$ cat src/sv/frustum_plane_aabb_cull_macros.svh
// Assertion macros shared by the frustum culling RTL.
// Included by modules that carry concurrent checks; depends on nothing.
`ifndef FRUSTUM_PLANE_AABB_CULL_MACROS_SVH
`define FRUSTUM_PLANE_AABB_CULL_MACROS_SVH

// Same-cycle implication, disabled during reset.
`define FPAC_ASSERT_IMP(label, clk, rst_n, ante, cons) \
    label: assert property (@(posedge clk) disable iff (!rst_n) (ante) |-> (cons)) \
        else $error("fpac check failed");

// Next-cycle implication, disabled during reset.
`define FPAC_ASSERT_NXT(label, clk, rst_n, ante, cons) \
    label: assert property (@(posedge clk) disable iff (!rst_n) (ante) |=> (cons)) \
        else $error("fpac check failed");

`endif

$ cat src/sv/fpac_ram.sv
// Generic single-write, single-read synchronous RAM with registered read data.
// No dependencies.
module fpac_ram #(
    parameter int WIDTH = 32,
    parameter int DEPTH = 16
) (
    input  logic                     clk,
    input  logic                     we,
    input  logic [$clog2(DEPTH)-1:0] waddr,
    input  logic [WIDTH-1:0]         wdata,
    input  logic                     re,
    input  logic [$clog2(DEPTH)-1:0] raddr,
    output logic [WIDTH-1:0]         rdata
);

    logic [WIDTH-1:0] mem [DEPTH];
    logic [WIDTH-1:0] rdata_reg;

    always_ff @(posedge clk)
    begin
        if (we)
        begin
            mem[waddr] <= wdata;
        end
        if (re)
        begin
            rdata_reg <= mem[raddr];
        end
    end

    assign rdata = rdata_reg;

endmodule

$ cat config.mk
export PLATFORM = sky130hd
export DESIGN_NAME = fpac_ram
export DESIGN_NICKNAME = d
export VERILOG_FILES = /design/src/sv/frustum_plane_aabb_cull_macros.svh /design/src/sv/fpac_ram.sv
export SDC_FILE = /design/constraint.sdc
export NUM_CORES = 1
export LEC_CHECK = 0
export BUFFER_PORTS_ARGS = -buffer_cell sky130_fd_sc_hd__buf_2
export CELL_PAD_IN_SITES_DETAIL_PLACEMENT = 0
export CELL_PAD_IN_SITES_GLOBAL_PLACEMENT = 2
export CORE_MARGIN = 2
export CORE_UTILIZATION = 52
export CTS_BUF_LIST = sky130_fd_sc_hd__clkbuf_2 sky130_fd_sc_hd__clkbuf_4 sky130_fd_sc_hd__clkbuf_8
export DETAILED_ROUTE_END_ITERATION = 6
export GPL_ROUTABILITY_DRIVEN = 0
export GPL_TIMING_DRIVEN = 0
export HOLD_SLACK_MARGIN = 0.12
export PLACE_DENSITY = 0.92
export SYNTH_ARGS = -nofsm -noshare
export SYNTH_HDL_FRONTEND = slang
export SYNTH_SLANG_ARGS = --single-unit
$ cat constraint.sdc
create_clock -name clk -period 4.46 [get_ports clk]
set_clock_uncertainty 0.15 [all_clocks]
set_input_delay 0 -clock clk [delete_from_list [all_inputs] [get_ports clk]]
set_output_delay 0 -clock clk [all_outputs]
set_load 0.02 [all_outputs]
==> qor.csv <==
metric,value,unit
row cnt,72,
clk buf depth,3,
WP buf/inv,5,
total negative slack,0,ns
post-DP HPWL,25500,um
register bit count reported by yosys,544,
CP peak stage delay,0.60,ns
Root Buffer,clkbuf_8,
Worst Path Max Fanout,10,
Syn-to-layout area delta,18.4,%
power density over the cells,438,mW/mm^2
crit-path most repeated cell,dlygate4sd3_1,
CTS resizes,0,
Mapped Avg Cell Area,24.1,sq um
Die X,201,um
port bufs,72,
Crit-path slowest cell,clkbuf_1,
footprint of the multi-input gates,0.00373,sq mm
fin crit share,0.728,
Largest register FFs,512,
Layout fillers,2567,
Max Slew Vio Count,0,
initial antenna violation count,0,
largest net degree at the start of global routing,33,
Starting Density,0.524,
setup bufs post-CTS,0,
Vias/cell,5.92,
DR pass1 iterations,5,
nets,1122,
share of cells above drive strength 1,0.337,
Worst setup EP type,register,
vias in the first global route,10100,
max_cap viols,0,
TritonCTS clock tree,built,
worst vdd ir,235,uV
DRC Markers,0,
Core Region,0.0385,sq mm
first-pass GRT wire length,63100,um
Setup CP Type,input pin to register,
synth top area cells,"edfxtp_1 (81%), mux4_2 (14%), a22oi_1 (2.4%)",
crit-path cells,dlygate4sd3_1 -> clkbuf_1 -> mux4_2 -> dlygate4sd3_1 -> a22oi_1 -> dlygate4sd3_1 -> nand2_1 -> dlygate4sd3_1,
Syn. warnings,0,
wire length per cell,25.8,um
RSZ-0062 raised after global routing,false,
worst skew pair latency,0.63,ns
Worst-path clk slew,0.06,ns
Worst Hold Class,input pin to register,
Mapped Nets,881,
Mapped Area,0.0202,sq mm
CP top delay family,buffers and inverters,
outcome,completed,
"Req. time, crit path",4.68,ns
final setup fails,0,
Final ANT Viol Nets,0,
gr ovfl total,0,
Ports,75,
via count,9791,
"Hold Vio Cnt, Final",0,
count of cell types in the netlist,17,
dominant cell type by area after synthesis,edfxtp_1,
Synth top area share,0.810,
gr usage total,0.215,
Max Fclk,308,MHz
Slew @ Worst Pin,1.05,ns
Die Y,201,um
die footprint,0.0404,sq mm
LEAKAGE,7.75,nW
Overall Power,10.5,mW
Critical Path AT,3.47,ns
min Tclk post-route,3.25,ns
htree depth,3,
total routed wirelength,42700,um
clock buffer count from CTS,85,
CTS Hold Bufs,54,
Ant. Diodes,0,
Hold WS,0.147,ns
clock sinks,544,
register area share after synthesis,0.810,
cells after synthesis,838,
initial DRC count,1049,
register area,0.0163,sq mm
Slew headroom,0.300,
startpoint class of the critical path,input pin,
power breakdown:
| group | switching (mW) | internal (mW) | total (mW) | leakage (nW) |
|---|---|---|---|---|
| registers | 0.0279 | 5.76 | 5.79 | 4.94 |
| logic | 0.340 | 0.242 | 0.583 | 1.94 |
| clock network | 1.82 | 2.27 | 4.09 | 0.865 |
layout by cell type (no fill, tap or decap), drive strengths merged:
cell         synthesis  final
nand2               33     33
nor3                 4      4
a22oi               64     64
nand3                1      1
nor2b                2      2
and2                 1      1
clkinv               0     32
mux4               128    128
dlygate4sd3          0     54
or3b                 1      1
edfxtp             544    544
nand2b               2      2
clkbuf              17    124
nand3b               2      2
bufinv               0      5
buf                 26    126
nor2                13     13
through the flow:
step                      cell area (sq um)  std cells   util  setup slack, ns
after floorplan                       20200        838      -             1.13
after global placement                21200       1428  0.551            -1.42
after detailed placement              21700       1456  0.564             2.27
after CTS                             23900       1654  0.621             1.26
after global routing                  23900       1654  0.621             1.12
final                                 23900       1654  0.621             1.21
Yosys cell counts:
master      n
edfxtp_1  544
mux4_2    128
a22oi_1    64
nand2_1    33
clkbuf_1   17
nor2_1     13
buf_4      11
buf_1       9
buf_2       4
nor3_1      4
buf_6       2
nand2b_1    2
nand3b_1    2
nor2b_1     2
and2_1      1
nand3_1     1
or3b_2      1
cell type report:
| cell class | count | area share |
|---|---|---|
| clock buffers | 107 | 0.0569 |
| flip-flops and latches | 544 | 0.684 |
| multi-input cells | 251 | 0.156 |
| clock inverters | 37 | 0.0118 |
| plain buffers | 43 | 0.00932 |
| repair buffers | 154 | 0.0553 |
| well taps | 518 | 0.0271 |
path summary, 6_finish.rpt:
kind / from / to / slack, ns / cells past startpoint
min: wdata[26] / mem[15][26]$_DFFE_PP_ / 0.15 / 2
min reg2reg: mem[15][1]$_DFFE_PP_ / rdata[1]$_DFFE_PP_ / 0.60 / 3
max: raddr[1] / rdata[0]$_DFFE_PP_ / 1.21 / 8
max reg2reg: mem[2][0]$_DFFE_PP_ / rdata[0]$_DFFE_PP_ / 1.34 / 6
routing by layer:
metal  share of wire  wire length [um]  global-route usage  vias to the layer above
li1                -                 -                   -                     4098
met1            0.41             17500               0.313                     5150
met2            0.48             20500               0.331                      482
met3           0.088              3750              0.0456                       61
met4           0.019               820              0.0728                        0
met5               0                 0                   0                        -
logic make-up after synthesis:
kind of cell,count (synthesis),synth area share
flops,544,0.810
mux,128,0.143
compound gates,64,0.0238
simple gates,59,0.0125
buf+inv,43,0.0110
(Power assumes the default switching activity.)
