`src/sv/frustum_plane_aabb_cull_macros.svh`:
```
// Assertion macros shared by the frustum culling RTL.
// Included by modules that carry concurrent checks; depends on nothing.
`ifndef FRUSTUM_PLANE_AABB_CULL_MACROS_SVH
`define FRUSTUM_PLANE_AABB_CULL_MACROS_SVH

// Same-cycle implication, disabled during reset.
`define FPAC_ASSERT_IMP(label, clk, rst_n, ante, cons) \
    label: assert property (@(posedge clk) disable iff (!rst_n) (ante) |-> (cons)) \
        else $error("fpac check failed");

// Next-cycle implication, disabled during reset.
`define FPAC_ASSERT_NXT(label, clk, rst_n, ante, cons) \
    label: assert property (@(posedge clk) disable iff (!rst_n) (ante) |=> (cons)) \
        else $error("fpac check failed");

`endif

```
`src/sv/fpac_pkg.sv`:
```
// Shared constants, types and helper functions for the frustum culling block.
// No dependencies; imported by fpac_div and the top level.
package fpac_pkg;

    localparam int MAX_PLANES  = 16;
    localparam int FRAC_BITS   = 16;
    localparam int WORD_W      = 32;
    localparam int ROW_W       = 4 * WORD_W;
    localparam int PLANE_AW    = $clog2(MAX_PLANES);
    localparam int MAT_ROWS    = 4;
    localparam int MAT_AW      = 2;
    localparam int CNT_W       = 5;
    localparam int SLOT_W      = 4;
    localparam int EXT_PLANES  = 6;
    localparam int DIV_W       = WORD_W + FRAC_BITS;
    localparam int LEN_W       = 32;
    localparam int SQ_W        = 64;
    localparam int ACC_W       = WORD_W + FRAC_BITS + 3;
    localparam int IN_DATA_W   = 328;
    localparam int IN_USER_W   = 2;
    localparam int OUT_DATA_W  = 8;
    localparam logic [CNT_W-1:0] PLANE_COUNT_RST = CNT_W'(6);

    typedef enum logic [1:0] {
        MODE_LOAD_ROW,
        MODE_EXTRACT,
        MODE_WRITE_PLANE,
        MODE_TEST_BOX
    } mode_t;

    typedef enum logic [1:0] {
        STAT_OK,
        STAT_ZERO_NORMAL,
        STAT_BAD_SLOT
    } status_t;

    typedef enum logic [3:0] {
        ST_IDLE,
        ST_EX_RD,
        ST_EX_ROW,
        ST_EX_SQ,
        ST_EX_SQRT,
        ST_EX_DIV,
        ST_EX_DIVW,
        ST_EX_WR,
        ST_BX_RD,
        ST_BX_MUL,
        ST_BX_CMP,
        ST_DONE
    } state_t;

    // Matrix column used by each extracted plane (right, left, bottom, top, far, near)
    function automatic logic [1:0] ext_col(input logic [2:0] p);
        logic [1:0] c;
        case (p)
            3'd0, 3'd1: c = 2'd0;
            3'd2, 3'd3: c = 2'd1;
            default:    c = 2'd2;
        endcase
        return c;
    endfunction

    // 1: row sum, 0: row difference
    function automatic logic ext_add(input logic [2:0] p);
        logic a;
        case (p)
            3'd1, 3'd2, 3'd5: a = 1'b1;
            default:          a = 1'b0;
        endcase
        return a;
    endfunction

    function automatic logic signed [WORD_W-1:0] sat_pm(
        input logic signed [WORD_W-1:0] a,
        input logic signed [WORD_W-1:0] b,
        input logic add);
        logic signed [WORD_W:0] s;
        logic signed [WORD_W-1:0] r;
        s = add ? (WORD_W+1)'(a) + (WORD_W+1)'(b) : (WORD_W+1)'(a) - (WORD_W+1)'(b);
        if (s[WORD_W] != s[WORD_W-1])
            r = s[WORD_W] ? {1'b1, {(WORD_W-1){1'b0}}} : {1'b0, {(WORD_W-1){1'b1}}};
        else
            r = s[WORD_W-1:0];
        return r;
    endfunction

endpackage

```
`src/sv/fpac_div.sv`:
```
// Restoring unsigned divider, one quotient bit per cycle.
// Depends on fpac_pkg for operand widths.
module fpac_div (
    input  logic                        clk,
    input  logic                        rst_n,
    input  logic                        start,
    input  logic [fpac_pkg::DIV_W-1:0]  dividend,
    input  logic [fpac_pkg::LEN_W-1:0]  divisor,
    output logic                        busy,
    output logic [fpac_pkg::DIV_W-1:0]  quotient
);
    import fpac_pkg::*;

    localparam int DCNT_W = $clog2(DIV_W + 1);

    logic [LEN_W-1:0]  rem_reg, rem_next;
    logic [DIV_W-1:0]  quo_reg, quo_next;
    logic [DCNT_W-1:0] cnt_reg;
    logic              busy_reg;
    logic [LEN_W:0]    trial;

    always_comb
    begin
        trial = {rem_reg, quo_reg[DIV_W-1]};
        if (trial >= {1'b0, divisor})
        begin
            rem_next = LEN_W'(trial - {1'b0, divisor});
            quo_next = {quo_reg[DIV_W-2:0], 1'b1};
        end
        else
        begin
            rem_next = trial[LEN_W-1:0];
            quo_next = {quo_reg[DIV_W-2:0], 1'b0};
        end
    end

    always_ff @(posedge clk or negedge rst_n)
    begin
        if (!rst_n)
        begin
            busy_reg <= 1'b0;
            cnt_reg  <= '0;
        end
        else if (start)
        begin
            busy_reg <= 1'b1;
            cnt_reg  <= DCNT_W'(DIV_W);
        end
        else if (busy_reg)
        begin
            cnt_reg <= cnt_reg - 1'b1;
            if (cnt_reg == DCNT_W'(1))
            begin
                busy_reg <= 1'b0;
            end
        end
    end

    always_ff @(posedge clk)
    begin
        if (start)
        begin
            rem_reg <= '0;
            quo_reg <= dividend;
        end
        else if (busy_reg)
        begin
            rem_reg <= rem_next;
            quo_reg <= quo_next;
        end
    end

    assign busy     = busy_reg;
    assign quotient = quo_reg;

endmodule

```
`config.mk`:
```
export PLATFORM = sky130hd
export DESIGN_NAME = fpac_div
export DESIGN_NICKNAME = d
export VERILOG_FILES = /design/src/sv/frustum_plane_aabb_cull_macros.svh /design/src/sv/fpac_pkg.sv /design/src/sv/fpac_div.sv
export SDC_FILE = /design/constraint.sdc
export NUM_CORES = 1
export LEC_CHECK = 0
export BUFFER_PORTS_ARGS = -buffer_cell sky130_fd_sc_hd__buf_2
export CORE_MARGIN = 4
export CORE_UTILIZATION = 49
export CTS_BUF_LIST = sky130_fd_sc_hd__clkbuf_8 sky130_fd_sc_hd__clkbuf_16
export DETAILED_ROUTE_END_ITERATION = 10
export HOLD_SLACK_MARGIN = 0.06
export PLACE_DENSITY = 0.87
export SLEW_MARGIN = 0
export SYNTH_ARGS = -nofsm -noshare
export SYNTH_HDL_FRONTEND = slang
export SYNTH_SLANG_ARGS = --single-unit
```
`constraint.sdc`:
```
create_clock -name clk -period 2.41 [get_ports clk]
set_clock_uncertainty 0.1 [all_clocks]
set_input_delay 0.482 -clock clk [delete_from_list [all_inputs] [get_ports clk]]
set_output_delay 0.482 -clock clk [all_outputs]
set_load 0.05 [all_outputs]
```
==> flow_summary_export.csv, run 1 <==
group,metric,value,unit
status,status,"finished, violations left",
status,failed_checks,"setup timing",
route,firstDrtPassIters,6,
synthesis,synthesis.yosys.warnings,0,
pwr,cellInternalPower,0.002837,W
setup_path,worstSetupStartpointType,"flip-flop",
route,initialDrtViolationCount,595,
global_route,gr-total-overflow,0,
timing,final_worst_path_period_need,2.826,ns
cells_and_area,flow.area_growth_from_synthesis,53.24,%
pwr,combinationalPowerShare,25.7,%
synthesis,synth_simple_gate_area_share,12.67,%
placed_design,placed_cells_incl_taps,935,
cts,clkTransAtPathRegs,0.08,ns
synthesis,synth_top_family_by_area,"compound AO/OA/AOI/OAI gates",
global_route,via_count_of_the_first_global_routing_pass,5958,
timing,maxSlewViolCount,0,
worst_hold_path,min_from,"dividend[33]",
setup_path,crit_chain,"ha_4 -> o21a_1 -> o211ai_1 -> o21ba_4 -> o211a_1 -> nor2_2 -> a41o_4 -> buf_6 -> clkbuf_16 -> nand2_1 -> o41a_1 -> o21ai_1",
synthesis,postSynth.asyncResetShare,8.046,%
floorplanning,die_width,115.3,µm
floorplanning,die_area,0.01329,mm²
pwr,switchingPower,0.001436,W
cells_and_area,commonest_non_fill_non_tap_cell_in_the_layout,"buf_2",
route,ant_nets,0,
synthesis,synth_fa_ha_area_share,7.897,%
setup_path,worst_setup_path_end_kind,"flip-flop",
timing,timing.final.setup_violations,33,
setup_path,timing.critical_path.slowest_stage_cell,"dfxtp_1",
timing,post-route-period-util,117.3,%
timing,achievable-frequency,353.8,MHz
setup_path,arrival,3.01,ns
setup_path,cpLargestDelayFamily,"compound AO/OA/AOI/OAI gates",
cts,cts-root-buf,"clkbuf_16",
cts,cts.sink_count,87,
cells_and_area,fin_area,0.008643,mm²
cells_and_area,non_filler_instance_count_after_layout,978,
synthesis,synth_edf_count,48,
floorplanning,io_pins,132,
worst_hold_path,worstHoldPathType,"input pin to flip-flop",
pwr,power.density,494.3,mW/mm²
synthesis,synthesis.area_per_instance,9.708,µm²
pwr,sw_frac_of_total,33.60,%
synthesis,netlist-cell-type-count,57,
global_route,grt.total_usage,26.53,%
pwr,part_of_the_power_in_registers,41.3,%
floorplanning,die_height,115.3,µm
timing,final_critical_path_setup_slack,-0.4163,ns
cts,worstSkewPairLatency,0.36,ns
setup_path,timing_worst_setup_path_type,"flip-flop to flip-flop",
cells_and_area,antenna-diode-count,0,
global_route,grt_antenna_before_repair,0,
cts,htree_num_levels,3,
pwr,power.share.clock,33.0,%
pwr,total_power,0.004272,W
cells_and_area,post_route_cells_drive_above_1_share,55.01,%
cells_and_area,nNetsFinal,951,
global_route,grt_pass1_wl,27910,µm
timing,max_slew_margin,63.71,%
flow_run,max_cap_violations,0,
cts,numCtsBuffers,9,
timing,number_of_endpoints_with_negative_hold_slack_in_the_final_report,0,
placed_design,portBuffers,131,
synthesis,synth_compound_gate_area_share,18.54,%
placed_design,final_weighted_congestion_in_routability_driven_placement,0.8721,
placed_design,detailed_place.area,0.007357,mm²
floorplanning,initial_utilization,51.13,%
synthesis,synth-xor-area-share,4.348,%
setup_path,maximum_single_stage_delay_on_the_critical_path,0.46,ns
synthesis,synth.cell_area,0.005640,mm²
setup_path,worstPathRequired,2.59,ns
floorplanning,row_count,38,
cts,cts-root-to-sink-buffers,2,
setup_path,buffer_and_inverter_count_on_the_worst_path,2,
timing,grt_setup_unrepaired,"true",
synthesis,synthFlopType,"edfxtp_1",
global_route,maximum_number_of_pins_on_one_net_before_global_route_repair,57,
setup_path,worstReg2RegStart,"rem_reg[4]$_SDFFE_PP0P_",
route,drt_drc_violations_left,0,
synthesis,number_of_storage_elements_in_the_synthesis_netlist,87,
route,postRouteWirelength,19740,µm
setup_path,critPathMaxFanout,5,
pwr,power_leakage,3.953,nW
pwr,max-vdd-ir-drop,0.5418,mV
placed_design,hpwlAfterDp,11660,µm
cts,cts_tree,"built",
synthesis,synth_seq_area_share,40.02,%
synthesis,syn-instance-count,581,
route,wl_cell,20.18,µm
route,via_count,5864,
setup_path,setup.worst_path.start,"rem_reg[4]$_SDFFE_PP0P_",
cells_and_area,layout.cells.most_common_list,"131 x buf_2, 116 x buf_4, 48 x edfxtp_1",
route,avgViaCountPerCell,5.996,
synthesis,muxShareOfSynthArea,11.16,%
timing,worst_pin_slew,0.5443,ns
synthesis,syn_nets,699,
floorplanning,core_area,0.01103,mm²
cells_and_area,largest_reg_flops,48,
-- routing by layer --
layer	share of wire (%)	global-route usage (%)	vias up
met4	5.2	13.15	0
met2	50	46.60	359
met3	8.3	6.211	113
met5	0	0	-
met1	36	30.12	2775
li1	-	-	2617
-- stage by stage --
stage | TNS (ns) | utilization [%] | hold slack, ns | setup WS [ns]
final | -9.475 | 78.36 | 0.3230 | -0.4163
after floorplan | -8.761 | - | 0.08641 | -0.3809
after global placement | -13.99 | 66.70 | 0.2162 | -0.5390
after global routing | -12.40 | 78.36 | 0.3220 | -0.5036
after detailed placement | -16.48 | 66.70 | 0.2234 | -0.6193
after CTS | -6.534 | 73.37 | 0.3181 | -0.2577
-- cell type report --
cell class                 count  area, µm²
clock inverter                 7      65.06
clock buffer                   9      225.2
timing repair buffer         269       1917
multi-input combinational    423       3827
tap                          140      175.2
fill                         629       2387
inverter                      43      167.7
sequential                    87       2266
-- final timing paths --
kind / endpoint / slack [ns] / depth (start not counted)
hold / removal: quotient[33]$_DFFE_PP_ / 0.32 / 2
setup / recovery: rem_reg[30]$_SDFFE_PP0P_ / -0.42 / 12
hold reg to reg: rem_reg[27]$_SDFFE_PP0P_ / 0.38 / 2
max in group asynchronous: busy$_DFF_PN0_ / 1.64 / 2
min in group asynchronous: cnt_reg[5]$_DFFE_PN0P_ / 0.40 / 2
setup reg to reg: rem_reg[30]$_SDFFE_PP0P_ / -0.42 / 12
-- cell families after synthesis --
| kind of cell | count (synthesis) |
|---|---|
| mux | 57 |
| xor+xnor | 28 |
| simple gates | 152 |
| fa+ha+maj | 35 |
| compound gates | 151 |
| buf+inv | 71 |
| flops | 87 |
-- power by group through the flow --
stage / Clock, W / Sequential (W) / Combinational (W)
6_report: 0.00141 / 0.00177 / 0.00110
2_1_floorplan: 0 / 0.00209 / 0.000338
5_1_grt: 0.00149 / 0.00178 / 0.00116
4_1_cts: 0.00141 / 0.00176 / 0.00101
3_5_place_dp: 0 / 0.00179 / 0.000963
3_3_place_gp: 0 / 0.00179 / 0.000939
-- timing repair --
item,4_1_cts,5_1_grt
resized for setup,49,89
setup buffers,13,8
hold endpoints to repair,7,0
endpoints found under the setup margin,33,33
cloned,2,4
pin swaps,18,47
hold buffers,1,0
-- cells in the mapped netlist (all sizes together) (3+ instances only) --
cell / n / area [µm²]
xnor2: 14 / 122.6
edfxtp: 48 / 1441
o21ai: 26 / 130.1
inv: 43 / 161.4
nor3b: 3 / 22.52
nor2: 61 / 229.0
and4: 3 / 26.28
buf: 14 / 88.82
mux2: 47 / 529.3
nand2: 37 / 138.9
ha: 34 / 425.4
a21o: 18 / 135.1
dfrtp: 7 / 175.2
nand3: 3 / 15.01
a21oi: 47 / 235.2
nor3: 9 / 45.04
nor4: 3 / 25.02
a211oi: 21 / 227.7
o21bai: 4 / 30.03
o31ai: 6 / 45.04
a31oi: 4 / 25.02
nand4: 7 / 43.79
mux2i: 10 / 100.1
clkbuf: 14 / 52.55
dfxtp: 32 / 640.6
nand2b: 11 / 68.82
xor2: 14 / 122.6
nor2b: 5 / 31.28
and3: 4 / 26.28
(Power assumes the default switching activity.)
==> run 2: changes to the inputs <==
--- a/config.mk
+++ b/config.mk
@@ -7,11 +7,11 @@
 export LEC_CHECK = 0
 export BUFFER_PORTS_ARGS = -buffer_cell sky130_fd_sc_hd__buf_2
 export CORE_MARGIN = 4
-export CORE_UTILIZATION = 49
-export CTS_BUF_LIST = sky130_fd_sc_hd__clkbuf_8 sky130_fd_sc_hd__clkbuf_16
+export CORE_UTILIZATION = 51
+export CTS_BUF_LIST = sky130_fd_sc_hd__clkbuf_8
 export DETAILED_ROUTE_END_ITERATION = 10
 export HOLD_SLACK_MARGIN = 0.06
-export PLACE_DENSITY = 0.87
+export PLACE_DENSITY = 0.89
 export SLEW_MARGIN = 0
 export SYNTH_ARGS = -nofsm -noshare
 export SYNTH_HDL_FRONTEND = slang
==> flow_summary_export.csv, run 2 (same netlist as run 1, synthesis figures left out) <==
group,metric,value,unit
setup_path,r2r_setup_slack,-0.46,ns
pwr,power.density,475.4,mW/mm²
timing,timing.final.setup_violations,33,
cts,clkTransAtPathRegs,0.11,ns
timing,achievable-frequency,348.0,MHz
placed_design,detailed_place.area,0.007332,mm²
setup_path,regToRegEndpoint,"rem_reg[16]$_SDFFE_PP0P_",
cells_and_area,non_filler_instance_count_after_layout,979,
worst_hold_path,worstHoldPathType,"input pin to flip-flop",
route,drt_drc_violations_left,0,
cells_and_area,flow.area_growth_from_synthesis,48.98,%
cells_and_area,final_util,77.52,%
setup_path,worstSetupStartpointType,"flip-flop",
floorplanning,die_height,113.2,µm
route,via_count,5846,
placed_design,hpwlAfterDp,11900,µm
setup_path,timing_worst_setup_path_type,"flip-flop to flip-flop",
placed_design,final_weighted_congestion_in_routability_driven_placement,0.9515,
cts,cts-root-buf,"clkbuf_8",
global_route,grt_antenna_before_repair,0,
cells_and_area,fin_area,0.008403,mm²
global_route,gr-total-overflow,0,
floorplanning,die_area,0.01281,mm²
cells_and_area,largest_reg_flops,48,
timing,maxSlewViolCount,0,
pwr,total_power,0.003995,W
route,firstDrtPassIters,5,
setup_path,arrival,3.05,ns
floorplanning,core_area,0.01084,mm²
cells_and_area,nFillCells,641,
global_route,grt_pass1_wl,28240,µm
status,failed_checks,"setup timing",
pwr,max-vdd-ir-drop,0.5617,mV
timing,final_worst_path_period_need,2.874,ns
floorplanning,initial_utilization,52.03,%
cells_and_area,nNetsFinal,952,
placed_design,placed_cells_incl_taps,935,
setup_path,critPathCapture,"rem_reg[16]$_SDFFE_PP0P_",
pwr,power_leakage,3.906,nW
timing,post-route-period-util,119.2,%
placed_design,portBuffers,131,
cts,cts-root-to-sink-buffers,2,
floorplanning,row_count,38,
cells_and_area,layout.cells.most_common_list,"131 x buf_2, 120 x buf_4, 48 x edfxtp_1",
floorplanning,io_pins,132,
timing,fin_hold_ws,0.2872,ns
cts,cts_tree,"built",
floorplanning,die_width,113.2,µm
timing,number_of_endpoints_with_negative_hold_slack_in_the_final_report,0,
global_route,grt.total_usage,27.31,%
setup_path,rr_worst_depth,14,
route,avgViaCountPerCell,5.971,
setup_path,worstPathRequired,2.58,ns
cells_and_area,commonest_non_fill_non_tap_cell_in_the_layout,"buf_2",
setup_path,worstReg2RegStart,"quotient[47]$_DFFE_PP_",
timing,grt_setup_unrepaired,"true",
cts,cts.sink_count,87,
route,ant_nets,0,
timing,worst_pin_slew,0.5977,ns
global_route,maximum_number_of_pins_on_one_net_before_global_route_repair,49,
global_route,via_count_of_the_first_global_routing_pass,5989,
route,postRouteWirelength,19490,µm
setup_path,critPathMaxFanout,3,
route,initialDrtViolationCount,387,
setup_path,worst_setup_path_end_kind,"flip-flop",
status,status,"finished, violations left",
cts,htree_num_levels,3,
timing,max_slew_margin,59.59,%
cells_and_area,post_route_cells_drive_above_1_share,53.40,%
cells_and_area,antenna-diode-count,0,
cts,numCtsBuffers,9,
timing,final_critical_path_setup_slack,-0.4635,ns
flow_run,max_cap_violations,0,
cts,worstSkewPairLatency,0.39,ns
setup_path,setup.worst_path.start,"quotient[47]$_DFFE_PP_",
route,wl_cell,19.91,µm
[run 2: metal layers]
| metal | global-route usage (%) | vias to the layer above | routed length (µm) |
|---|---|---|---|
| met3 | 7.594 | 103 | 1630 |
| met2 | 47.31 | 353 | 9802 |
| li1 | - | 2612 | - |
| met1 | 31.32 | 2778 | 6885 |
| met4 | 12.42 | 0 | 1168 |
| met5 | 0 | - | 0 |
[run 2: what timing repair did]
| item | CTS | global route |
|---|---|---|
| endpoints found under the hold margin | 7 | 0 |
| pin swaps | 11 | 42 |
| resized for setup | 53 | 63 |
| buffers inserted | 14 | 8 |
| hold buffers | 1 | 0 |
| setup endpoints to repair | 33 | 33 |
| gates cloned | 2 | 4 |
[run 2: metrics by stage]
stage / TNS, ns / worst slack [ns]
6_report: -8.333 / -0.4635
5_1_grt: -11.41 / -0.5808
4_1_cts: -5.542 / -0.2408
3_5_place_dp: -16.27 / -0.5792
3_3_place_gp: -13.79 / -0.5161
2_1_floorplan: -8.761 / -0.3809
[run 2: how the worst min path moves through the flow]
stage / startpoint / end / cells past startpoint
after floorplan: rst_n / busy$_DFF_PN0_ / 0
after global placement: rst_n / cnt_reg[4]$_DFFE_PN0P_ / 1
after detailed placement: rst_n / cnt_reg[3]$_DFFE_PN0P_ / 1
after CTS: dividend[38] / quotient[38]$_DFFE_PP_ / 2
after global routing: dividend[30] / quotient[30]$_DFFE_PP_ / 2
final: dividend[38] / quotient[38]$_DFFE_PP_ / 2
[run 2: final cells by class]
cell class / count / area, µm² / area share (%)
Multi-Input combinational cell: 423 / 3700 / 44.03
Sequential cell: 87 / 2266 / 26.97
Timing Repair Buffer: 270 / 1879 / 22.36
Tap cell: 140 / 175.2 / 2.085
Inverter: 43 / 167.7 / 1.995
Clock buffer: 9 / 123.9 / 1.474
Clock inverter: 7 / 91.34 / 1.087
[run 2: power breakdown]
group          internal [W]  total, W  switching [W]
registers           0.00169   0.00177      0.0000748
clock network      0.000504   0.00114       0.000632
logic              0.000414   0.00109       0.000678
[run 2: worst max-delay path, stage by stage (launching register included)]
cell and delay [ns]:
edfxtp_1 0.37, inv_1 0.05, ha_2 0.19, fa_2 0.37, nor2b_4 0.16, o21bai_4 0.09, a211oi_2 0.26, buf_4 0.17
buf_6 0.10, o31a_1 0.28, nand4_1 0.19, o41ai_2 0.11, a2111oi_2 0.08, a21oi_1 0.18, o21ai_1 0.07
